[src/rtl/rpba_pkg.sv]
// types, codes and constants shared by the page bump allocator
`default_nettype none
package rpba_pkg;

  localparam int PAGE_COUNT = 64;
  localparam int PAGE_BITS  = 6;
  localparam int WORD_BITS  = 13;
  localparam int COUNT_BITS = 7;
  localparam int GROUP_SIZE = 8;
  localparam int GROUP_BITS = 3;
  localparam int GROUPS     = PAGE_COUNT / GROUP_SIZE;

  localparam logic [WORD_BITS-1:0]  USABLE_WORDS = 13'd8190;
  localparam logic [WORD_BITS-1:0]  REF_MAX      = 13'd8191;
  localparam logic [COUNT_BITS-1:0] NO_PAGE      = 7'd64;
  localparam logic [COUNT_BITS-1:0] QUOTA_RST    = 7'd64;
  localparam logic [WORD_BITS-1:0]  HDR_WORDS    = 13'd2;

  localparam logic [2:0] CMD_ALLOC  = 3'd0;
  localparam logic [2:0] CMD_SHRINK = 3'd1;
  localparam logic [2:0] CMD_FREE   = 3'd2;
  localparam logic [2:0] CMD_REUSE  = 3'd3;
  localparam logic [2:0] CMD_LOCATE = 3'd4;

  localparam logic [1:0] ST_OK        = 2'd0;
  localparam logic [1:0] ST_TOO_LARGE = 2'd1;
  localparam logic [1:0] ST_NO_PAGE   = 2'd2;
  localparam logic [1:0] ST_BAD       = 2'd3;

  typedef struct packed {
    logic [2:0]           command;
    logic [WORD_BITS-1:0] word_count;
    logic [PAGE_BITS-1:0] page_number;
    logic [WORD_BITS-1:0] page_offset;
  } req_t;

  typedef struct packed {
    logic [1:0]           status;
    logic [PAGE_BITS-1:0] result_page;
    logic [WORD_BITS-1:0] result_offset;
    logic [18:0]          word_address;
    logic                 page_released;
  } rsp_t;

  typedef enum logic [0:0] {
    S_IDLE,
    S_EXEC
  } rpba_state_t;

  typedef struct packed {
    logic load;
    logic commit;
  } rpba_cmd_t;

  typedef struct packed {
    logic slot_free;
  } rpba_status_t;

endpackage
`default_nettype wire

[src/rtl/refcounted_page_bump_allocator.sv]
// top level of the page bump allocator with per-page reference counts
//
//   channel   direction  handshake             payload
//   req       in         req_valid/req_stall   rpba_pkg::req_t
//   rsp       out        rsp_valid/rsp_stall   rpba_pkg::rsp_t
//   quota     in         quota_we              quota_wdata (7 bits)
//
// a request passes an accept step, which reads the fill and reference count
// memories, and an execute step, which updates them and loads the result register.
// the result register holds one result, and the next request is taken while it
// waits. a stalled result holds the execute step.
// reset is synchronous and needs no clearing pass.
`default_nettype none
module refcounted_page_bump_allocator (
  input  wire logic           clk,
  input  wire logic           rst,
  input  wire logic           req_valid,
  output logic                req_stall,
  input  wire rpba_pkg::req_t req,
  output logic                rsp_valid,
  input  wire logic           rsp_stall,
  output rpba_pkg::rsp_t      rsp,
  input  wire logic           quota_we,
  input  wire logic [6:0]     quota_wdata
);
  import rpba_pkg::*;

  rpba_cmd_t    ctl;
  rpba_status_t stat;

  rpba_ctrl u_ctrl (
    .clk       (clk),
    .rst       (rst),
    .req_valid (req_valid),
    .req_stall (req_stall),
    .stat      (stat),
    .ctl       (ctl)
  );

  rpba_dp u_dp (
    .clk         (clk),
    .rst         (rst),
    .req         (req),
    .quota_we    (quota_we),
    .quota_wdata (quota_wdata),
    .ctl         (ctl),
    .stat        (stat),
    .rsp_valid   (rsp_valid),
    .rsp_stall   (rsp_stall),
    .rsp         (rsp)
  );

endmodule
`default_nettype wire

[src/rtl/rpba_ctrl.sv]
// sequencer for the page bump allocator: accept, then execute and write back
`default_nettype none
module rpba_ctrl (
  input  wire logic                  clk,
  input  wire logic                  rst,
  input  wire logic                  req_valid,
  output logic                       req_stall,
  input  wire rpba_pkg::rpba_status_t stat,
  output rpba_pkg::rpba_cmd_t        ctl
);
  import rpba_pkg::*;

  rpba_state_t state, state_next;

  always_ff @(posedge clk) begin
    if (rst) begin
      state <= S_IDLE;
    end else begin
      state <= state_next;
    end
  end

  always_comb begin
    state_next = state;
    ctl        = '0;
    req_stall  = 1'b1;
    unique case (state)
      S_IDLE: begin
        req_stall = 1'b0;
        if (req_valid) begin
          ctl.load   = 1'b1;
          state_next = S_EXEC;
        end
      end
      S_EXEC: begin
        if (stat.slot_free) begin
          ctl.commit = 1'b1;
          state_next = S_IDLE;
        end
      end
      default: state_next = S_IDLE;
    endcase
  end

endmodule
`default_nettype wire

[src/rtl/rpba_dp.sv]
// datapath: page count memories, pool bitmap, free page search and result register
`default_nettype none
module rpba_dp (
  input  wire logic                clk,
  input  wire logic                rst,
  input  wire rpba_pkg::req_t      req,
  input  wire logic                quota_we,
  input  wire logic [6:0]          quota_wdata,
  input  wire rpba_pkg::rpba_cmd_t ctl,
  output rpba_pkg::rpba_status_t   stat,
  output logic                     rsp_valid,
  input  wire logic                rsp_stall,
  output rpba_pkg::rsp_t           rsp
);
  import rpba_pkg::*;

  logic [WORD_BITS-1:0]  mem_fill [PAGE_COUNT];
  logic [WORD_BITS-1:0]  mem_ref  [PAGE_COUNT];
  logic [WORD_BITS-1:0]  rd_fill, rd_ref;
  req_t                  req_q;
  logic [PAGE_COUNT-1:0] held;
  logic [COUNT_BITS-1:0] held_pages, current_page, quota;

  logic [GROUPS-1:0]     grp_free;
  logic [GROUP_BITS-1:0] grp_idx [GROUPS];
  logic [GROUPS-1:0]     grp_free_c;
  logic [GROUP_BITS-1:0] grp_idx_c [GROUPS];

  logic [PAGE_BITS-1:0]  rd_addr;
  logic                  free_found;
  logic [PAGE_BITS-1:0]  free_page;

  logic                  wr_fill_en, wr_ref_en;
  logic [PAGE_BITS-1:0]  wr_addr;
  logic [WORD_BITS-1:0]  wr_fill, wr_ref;
  logic                  held_set, held_clr;
  logic [PAGE_BITS-1:0]  held_addr;
  logic [COUNT_BITS-1:0] held_pages_next, current_page_next;
  rsp_t                  rsp_next;

  logic                  cur_valid, pg_is_cur, can_take;
  logic [WORD_BITS:0]    fill_sum;
  logic [WORD_BITS-1:0]  ref_dec;

  assign rd_addr = (req.command == CMD_ALLOC) ? current_page[PAGE_BITS-1:0]
                                              : req.page_number;
  assign stat.slot_free = !rsp_valid || !rsp_stall;

  // count memories, read on transfer, written on commit
  always_ff @(posedge clk) begin
    if (ctl.load) begin
      rd_fill <= mem_fill[rd_addr];
      rd_ref  <= mem_ref[rd_addr];
      req_q   <= req;
    end
    if (ctl.commit && wr_fill_en) begin
      mem_fill[wr_addr] <= wr_fill;
    end
    if (ctl.commit && wr_ref_en) begin
      mem_ref[wr_addr] <= wr_ref;
    end
  end

  // first stage of the free page search: lowest free page in each group
  always_comb begin
    for (int g = 0; g < GROUPS; g++) begin
      grp_free_c[g] = 1'b0;
      grp_idx_c[g]  = '0;
      for (int b = GROUP_SIZE - 1; b >= 0; b--) begin
        if (!held[g*GROUP_SIZE + b]) begin
          grp_free_c[g] = 1'b1;
          grp_idx_c[g]  = GROUP_BITS'(b);
        end
      end
    end
  end

  always_ff @(posedge clk) begin
    grp_free <= grp_free_c;
    grp_idx  <= grp_idx_c;
  end

  // second stage: lowest group with a free page
  always_comb begin
    free_found = 1'b0;
    free_page  = '0;
    for (int g = GROUPS - 1; g >= 0; g--) begin
      if (grp_free[g]) begin
        free_found = 1'b1;
        free_page  = {(PAGE_BITS-GROUP_BITS)'(g), grp_idx[g]};
      end
    end
  end

  always_comb begin
    cur_valid         = (current_page != NO_PAGE);
    pg_is_cur         = (current_page == {1'b0, req_q.page_number});
    can_take          = (held_pages < quota) && free_found;
    fill_sum          = {1'b0, rd_fill} + {1'b0, req_q.word_count};
    ref_dec           = rd_ref - 13'd1;
    wr_fill_en        = 1'b0;
    wr_ref_en         = 1'b0;
    wr_addr           = req_q.page_number;
    wr_fill           = '0;
    wr_ref            = '0;
    held_set          = 1'b0;
    held_clr          = 1'b0;
    held_addr         = req_q.page_number;
    held_pages_next   = held_pages;
    current_page_next = current_page;
    rsp_next          = '0;
    rsp_next.status   = ST_BAD;
    case (req_q.command)
      CMD_ALLOC: begin
        if (req_q.word_count == '0) begin
          rsp_next.status = ST_BAD;
        end else if (req_q.word_count > USABLE_WORDS) begin
          rsp_next.status = ST_TOO_LARGE;
        end else if (cur_valid && fill_sum <= {1'b0, USABLE_WORDS}) begin
          wr_addr                = current_page[PAGE_BITS-1:0];
          wr_fill_en             = 1'b1;
          wr_fill                = fill_sum[WORD_BITS-1:0];
          wr_ref_en              = 1'b1;
          wr_ref                 = (rd_ref < REF_MAX) ? rd_ref + 13'd1 : rd_ref;
          rsp_next.status        = ST_OK;
          rsp_next.result_page   = current_page[PAGE_BITS-1:0];
          rsp_next.result_offset = rd_fill;
        end else if (can_take) begin
          wr_addr                = free_page;
          wr_fill_en             = 1'b1;
          wr_fill                = req_q.word_count;
          wr_ref_en              = 1'b1;
          wr_ref                 = 13'd1;
          held_set               = 1'b1;
          held_addr              = free_page;
          held_pages_next        = held_pages + 7'd1;
          current_page_next      = {1'b0, free_page};
          rsp_next.status        = ST_OK;
          rsp_next.result_page   = free_page;
        end else begin
          current_page_next = NO_PAGE;
          rsp_next.status   = ST_NO_PAGE;
        end
      end
      CMD_SHRINK: begin
        if (pg_is_cur) begin
          wr_fill_en           = 1'b1;
          rsp_next.result_page = req_q.page_number;
          if (req_q.word_count > rd_fill) begin
            wr_fill         = '0;
            rsp_next.status = ST_BAD;
          end else begin
            wr_fill                = rd_fill - req_q.word_count;
            rsp_next.status        = ST_OK;
            rsp_next.result_offset = rd_fill - req_q.word_count;
          end
        end
      end
      CMD_FREE: begin
        if (held[req_q.page_number] && rd_ref != '0) begin
          rsp_next.status = ST_OK;
          wr_ref_en       = 1'b1;
          wr_ref          = ref_dec;
          if (ref_dec == '0) begin
            wr_fill_en = 1'b1;
            wr_fill    = '0;
            if (!pg_is_cur) begin
              held_clr               = 1'b1;
              rsp_next.page_released = 1'b1;
              if (held_pages != '0) begin
                held_pages_next = held_pages - 7'd1;
              end
            end
          end
        end
      end
      CMD_REUSE: begin
        if (cur_valid || held[req_q.page_number]) begin
          rsp_next.status = ST_BAD;
        end else if (held_pages >= quota) begin
          rsp_next.status = ST_NO_PAGE;
        end else begin
          wr_fill_en        = 1'b1;
          wr_ref_en         = 1'b1;
          held_set          = 1'b1;
          held_pages_next   = held_pages + 7'd1;
          current_page_next = {1'b0, req_q.page_number};
          rsp_next.status   = ST_OK;
        end
      end
      CMD_LOCATE: begin
        if (req_q.page_offset < USABLE_WORDS) begin
          rsp_next.status       = ST_OK;
          rsp_next.word_address = {req_q.page_number, req_q.page_offset + HDR_WORDS};
        end
      end
      default: rsp_next.status = ST_BAD;
    endcase
  end

  always_ff @(posedge clk) begin
    if (rst) begin
      held         <= '0;
      held_pages   <= '0;
      current_page <= NO_PAGE;
      quota        <= QUOTA_RST;
      rsp_valid    <= 1'b0;
    end else begin
      if (quota_we) begin
        quota <= quota_wdata;
      end
      if (ctl.commit) begin
        if (held_set) begin
          held[held_addr] <= 1'b1;
        end
        if (held_clr) begin
          held[held_addr] <= 1'b0;
        end
        held_pages   <= held_pages_next;
        current_page <= current_page_next;
        rsp_valid    <= 1'b1;
      end else if (!rsp_stall) begin
        rsp_valid <= 1'b0;
      end
    end
  end

  always_ff @(posedge clk) begin
    if (ctl.commit) begin
      rsp <= rsp_next;
    end
  end

endmodule
`default_nettype wire
[config.mk]
export PLATFORM = sky130hd
export DESIGN_NAME = refcounted_page_bump_allocator
export DESIGN_NICKNAME = d
export VERILOG_FILES = /design/src/rtl/rpba_pkg.sv /design/src/rtl/refcounted_page_bump_allocator.sv /design/src/rtl/rpba_ctrl.sv /design/src/rtl/rpba_dp.sv
export SDC_FILE = /design/constraint.sdc
export NUM_CORES = 2
export LEC_CHECK = 0
export ABC_AREA = 1
export BUFFER_PORTS_ARGS = -buffer_cell sky130_fd_sc_hd__buf_4
export CAP_MARGIN = 20
export CORE_UTILIZATION = 35
export DETAILED_ROUTE_END_ITERATION = 10
export GPL_ROUTABILITY_DRIVEN = 0
export GPL_TIMING_DRIVEN = 0
export PLACE_DENSITY_LB_ADDON = 0.12
export SLEW_MARGIN = 40
export SYNTH_ARGS = -nofsm -noshare
export SYNTH_HDL_FRONTEND = slang
export SYNTH_HIERARCHICAL = 1
export SYNTH_SLANG_ARGS = --single-unit
[constraint.sdc]
create_clock -name clk -period 17.9 [get_ports clk]
set_input_delay 2.685 -clock clk [delete_from_list [all_inputs] [get_ports clk]]
set_output_delay 2.685 -clock clk [all_outputs]
set_load 0.02 [all_outputs]
# --- Yosys cells after proc, flatten, opt, wreduce, memory -nomap -nowiden ---
# Memories as Yosys holds them, arrays and structs flattened. A register that Yosys moved wholly into a read port is not among the register bits.
# Cells that the tools add are included.
word_totals:
  ramBits: 1664
  elab_cells: 311
  memories: 2
  reg_bits: 195
  out_inout_bits: 43
  inputBits: 47
memory_table:
  columns: ["name", "depth", "word_bits", "rd", "rd_clocked_by_memory_dff", "wr", "line_no", "source"]
  rows:
  - ["u_dp.mem_fill", 64, 13, 1, 1, 1, "rpba_dp.sv:17", "logic [WORD_BITS-1:0] mem_fill [PAGE_COUNT];"]
  - ["u_dp.mem_ref", 64, 13, 1, 1, 1, "rpba_dp.sv:18", "logic [WORD_BITS-1:0] mem_ref [PAGE_COUNT];"]
classes:
  order_cmp: 10
  bitwise_logic: 4
  mux: 179
  n_reduce_logical: 45
  eq_ne: 17
  add_sub_neg: 7
ops:
  columns: ["operator", "n"]
  rows:
  - ["$mux 64", 4]
  - ["$mux 13", 12]
  - ["$mux 6", 19]
  - ["$mux 7", 16]
  - ["$mux 3", 32]
  - ["$and 64x64->64", 1]
  - ["$not 64->64", 1]
  - ["$or 64x64->64", 1]
  - ["$reduce_and 7->1", 9]
  - ["$mux 1", 56]
  - ["$pmux 13 s2", 2]
  - ["$mux 2", 24]
  - ["$mux 19", 2]
  - ["$pmux 19 s2", 1]
  - ["$reduce_and 4->1", 8]
  - ["$logic_not 13->1", 2]
  - ["$lt 13x13->1 const B", 2]
  - ["$mux 21", 1]
  - ["$pmux 7 s3", 1]
  - ["$reduce_and 2->1", 9]
  - ["$add 13x13->14", 1]
  - ["$le 14x13->1 const B", 1]
  - ["$lt 6x7->1 const B", 2]
  - ["$pmux 7 s2", 1]
  - ["other kinds (35)", 54]

# --- Longest topological paths before layout ---
logic_depth:
  ltp_word: 24
  depth_mapped: 24
  ltp_nobuf: 23

# --- By module ---
# The synthesis kept the hierarchy.
modules_own_cells:
  columns: ["mod", "n_inst", "area_each_um2", "cells_per_inst", "seq_area_each_um2"]
  rows:
  - ["rpba_dp", 1, 77961.0, 6473, 55393.1]
  - ["rpba_ctrl", 1, 52.6, 9, 20.0]

# --- Least setup slack after synthesis ---
# Ideal clock, no wire load.
synth_timing:
  path_kind: "register to register"
  start: "register u_dp/req_q[19] in the netlist's numbering"
  end: "memory u_dp.mem_fill[0][12] (data pin)"
  setup_ns: 0.702
  required_time_ns: 17.198
  n_path_buf: 1
  period_less_slack_ns: 5.783
  setup_slack_ns: 12.117
  path_stages_with_launch: 19
  arrival_time_ns: 5.081
  cell_sequence: "edfxtp_1 > ha_1 > inv_1 > fa_1 > nand3b_1 > nand2_1 > nand2_1 > nand2_1 > nand2_1 > nand2_1 > nand2_1 > nand2_1 > nand3_1 > o21bai_4 > buf_6 > inv_1 > nor2_1 > a22oi_1 > o21ai_0"
synth_between:
  elab_chain_len: 7
synth_rtl:
  columns: ["item", "line_no", "source"]
  rows:
  - ["from (decl)", "rpba_dp.sv:20", "req_t req_q;"]
  - ["from (signal assigned)", "rpba_dp.sv:54", "req_q <= req;"]
  - ["$add 13x13->14", "rpba_dp.sv:99", "fill_sum = {1'b0, rd_fill} + {1'b0, req_q.word_count};"]
  - ["$le 14x13->1", "rpba_dp.sv:119", "end else if (cur_valid && fill_sum <= {1'b0, USABLE_WORDS}) begin"]
  - ["$logic_and 1x1->1", "rpba_dp.sv:119", null]
  - ["$mux 13", "rpba_dp.sv:119", null]
  - ["$mux 13", "rpba_dp.sv:117", "end else if (req_q.word_count > USABLE_WORDS) begin"]
  - ["$mux 13", "rpba_dp.sv:115", "if (req_q.word_count == '0) begin"]
  - ["$pmux 13 s2 *", "rpba_dp.sv:113", "case (req_q.command)"]
  - ["named net u_dp.wr_fill[12]", "rpba_dp.sv:35", "logic [WORD_BITS-1:0] wr_fill, wr_ref;"]
  - ["to (decl)", "rpba_dp.sv:17", null]
# Mark *: on every way through the listed nets, which the timed path passes. The rest lies on a longest branch.

# --- Worst setup path in the final report ---
layout_timing:
  start: "input port req[33] in the netlist's numbering"
  end: "register u_dp.rd_fill[3] (read register of u_dp.mem_fill) (data pin)"
layout_between:
  elab_chain_len: 2
layout_rtl:
  columns: ["item", "line_no", "source"]
  rows:
  - ["from (decl)", "refcounted_page_bump_allocator.sv:19", "input wire rpba_pkg::req_t req,"]
  - ["$logic_not 3->1", "rpba_dp.sv:45", "assign rd_addr = (req.command == CMD_ALLOC) ? current_page[PAGE_BITS-1:0]"]
  - ["$mux 6", "rpba_dp.sv:45", null]
  - ["to (decl)", "rpba_dp.sv:19", "logic [WORD_BITS-1:0] rd_fill, rd_ref;"]
# No other way between the ends.
# A chain may end at the register's enable or synchronous reset.

==> results by group <==
Outcome
  – Status: finished, final reports clean

Route
  – DRC violations left: 0
  – First-pass iteration count of the detailed router: 6
  – Drt wl/cell: 32.6 um
  – Vias: 60300
  – Vias/cell: 5.88
  – DRT antenna net count: 0
  – Drt total wl: 334000 um
  – Drt initial violations: 8915

Global routing
  – Initial antenna violation count: 21
  – Vias in the first global route: 56000
  – Largest net degree at the start of global routing: 43
  – First-pass GRT wire length: 454000 um
  – GRT Total Usage: 29.1%
  – GR Overflow Total: 0

Layout
  – Fin cells: 10300
  – Area Growth Syn to Fin: 21.4%
  – Layout cells sized above 1: 14.9%
  – Nets: 7212
  – Fillers: 20400

STA
  – Slew @ Worst Pin: 0.961 ns
  – Setup_tns: 0 ns
  – Clk_skew: 0.0622 ns
  – Fmax: 0.138 GHz
  – Pins Over Slew Limit: 0
  – RSZ-0062 raised after global routing: false
  – Tcrit/Tclk final: 40.5%
  – Fin Hold WS: 0.461 ns
  – Final Hold Fails: 0
  – Final setup viols: 0
  – Min Tclk post-route: 7.24 ns
  – Rel. slew slack: 35.9%

CTS
  – CTS Sinks: 1885
  – Cts hold-fix bufs: 0
  – H-tree depth: 4
  – Clock slew seen by the registers of the worst setup and hold paths: 0.06 ns
  – CTS root buffer: clkbuf_16
  – Longest Clk Path Bufs: 3
  – CTS resizes: 0
  – CTS tree: yes
  – Skew-Pair Late Insertion Delay: 0.89 ns
  – Postcts setup bufs: 0
  – CTS Buf Count: 199

Worst setup path
  – WS Path Type: in2reg
  – WP data required: 18.50 ns
  – Critical Path Start Type: primary input
  – CP cell instances: buf_4, nor3_1, inv_1, clkbuf_1, nand2_1, o21ai_0, inv_1, buf_2, clkbuf_2, clkbuf_1, o21ai_0, o221ai_1, o211ai_1, nand3_1, nand3_1, nand2_1
  – Arr. time, crit path: 7.84 ns
  – Crit end category: flop
  – Slowest cell delay on critical path: 0.77 ns
  – CP max FO: 10
  – CP max-delay cell: clkbuf_1

Logic synthesis
  – Ys async rst share: 0%
  – Syn_area_per_cell: 12.0 sq um
  – Sequential fraction of the synthesis area: 71.0%
  – Post-Syn Area: 0.0780 sq mm
  – Syn Inst Count: 6482
  – Ys Warns: 6
  – Post-synth cell types: 50
  – Ys flop type: edfxtp_1
  – Syn_nets: 6574
  – Yosys reg bits: 1885
  – Post-synth EDFFs: 1766

Floorplan
  – Io pins: 90
  – Core area: 0.221 sq mm
  – Initial core utilization: 35.4%
  – Full die area: 0.225 sq mm
  – FP Rows: 172
  – Die Y: 474 um
  – Die Wd: 474 um

Placement
  – Post-DP HPWL: 245000 um
  – Post-Place Cells: 9876
  – PortBufs: 89

Job
  – Max_cap viols: 0

Power and ir drop
  – VDD IR max: 110 uV
  – Leakage: 31.0 nW
  – Power density over cell area: 106 mW/mm^2
  – Overall Power: 10.0 mW

Min path
  – Worst Hold Class: reg2reg
## placed cells by master, fill, tap and decap left out, types with 102 or more instances in the layout
cell,instances
buf_4,216
a21oi_1,155
nand2_1,481
clkbuf_2,127
o22ai_1,221
edfxtp_1,1766
clkbuf_1,294
o221ai_1,211
o211ai_1,218
clkbuf_16,201
dfxtp_1,119
nor2_1,1054
nand3_1,295
inv_1,201
o21ai_0,922
buf_2,102
## through the flow
stage	instance area (sq um)	util [%]	worst slack (ns)
2_1_floorplan	78000	-	12.12
3_3_place_gp	82400	37.3	5.08
3_5_place_dp	88400	40.1	10.14
4_1_cts	94700	42.9	11.05
5_1_grt	94700	42.9	10.74
6_report	94700	42.9	10.66
## critical path, delay by kind of cell
kind | cells | cell delay (ns)
buffers and inverters | 7 | 2.66
and+or+nand+nor | 5 | 1.18
AOI/OAI and AO/OA | 4 | 1.25
## power by group
group	switching [mW]	internal [mW]	leakage [nW]
clock	1.80	2.28	3.06
combinational	0.841	0.254	11.2
sequential	0.0193	4.83	16.8
## path summary, 6_finish.rpt
| check | from | to | slack [ns] | cells past startpoint |
|---|---|---|---|---|
| max reg2reg | u_dp/req_q[19] | u_dp/mem_fill[63][6] | 11.97 | 23 |
| min reg2reg | u_dp/held[0] | u_dp/grp_idx[22] | 0.46 | 2 |
| min | u_dp/held[0] | u_dp/grp_idx[22] | 0.46 | 2 |
| max | req[33] | u_dp/rd_fill[3] | 10.66 | 16 |
## logic make-up after synthesis
logic type / count (synthesis) / synth area share, %
AND/OR/NAND/NOR: 2070 / 10.9
buffers and inverters: 654 / 3.25
XOR/XNOR: 36 / 0.404
flip-flops: 1885 / 71.0
adder cells (fa/ha/maj): 45 / 0.751
AO/OA/AOI/OAI: 1792 / 13.7
## cell usage after synthesis (all sizes together) (9+ instances only)
cell	n	area, sq um
edfxtp	1766	53000
nor2	1137	4290
o21ai	946	4730
nand2	490	1850
clkbuf	373	1400
nand3	297	1500
o22ai	227	1420
o211ai	218	1640
o221ai	213	1870
inv	210	788
a21oi	158	806
dfxtp	119	2380
nor3	90	462
buf	62	315
ha	42	526
nand4	34	213
xor2	30	263
clkinv	9	33.8
## flip-flops by register name, indices dropped and copies added, names as in the netlist, 13 cells and up
register,count
u_dp/grp_idx,24
u_dp/held,64
u_dp/mem_fill,832
u_dp/mem_ref,832
u_dp/rd_fill,13
u_dp/rd_ref,13
u_dp/req_q,35
u_dp/rsp,41
## per-layer routing
| metal | part of all wire, % | vias to the layer above | global-route usage [%] |
|---|---|---|---|
| met5 | 0.0063 | - | 0.0216 |
| met3 | 11 | 684 | 7.34 |
| met1 | 40 | 30600 | 39.3 |
| li1 | - | 25400 | - |
| met4 | 5.3 | 4 | 13.9 |
| met2 | 43 | 3669 | 43.7 |
## final cells by class
| class | count | area [sq um] | area share [%] |
|---|---|---|---|
| Buffer | 435 | 1880 | 1.98 |
| Clock buffer | 251 | 5240 | 5.53 |
| Clock inverter | 121 | 1060 | 1.12 |
| Tap cell | 2958 | 3700 | 3.91 |
| Antenna cell | 11 | 27.5 | 0.0291 |
| Timing Repair Buffer | 437 | 5350 | 5.65 |
| Sequential cell | 1885 | 55400 | 58.5 |
| Inverter | 219 | 825 | 0.871 |
| Multi-Input combinational cell | 3943 | 21200 | 22.4 |
No activity file was read; power rests on OpenSTA's default activity.
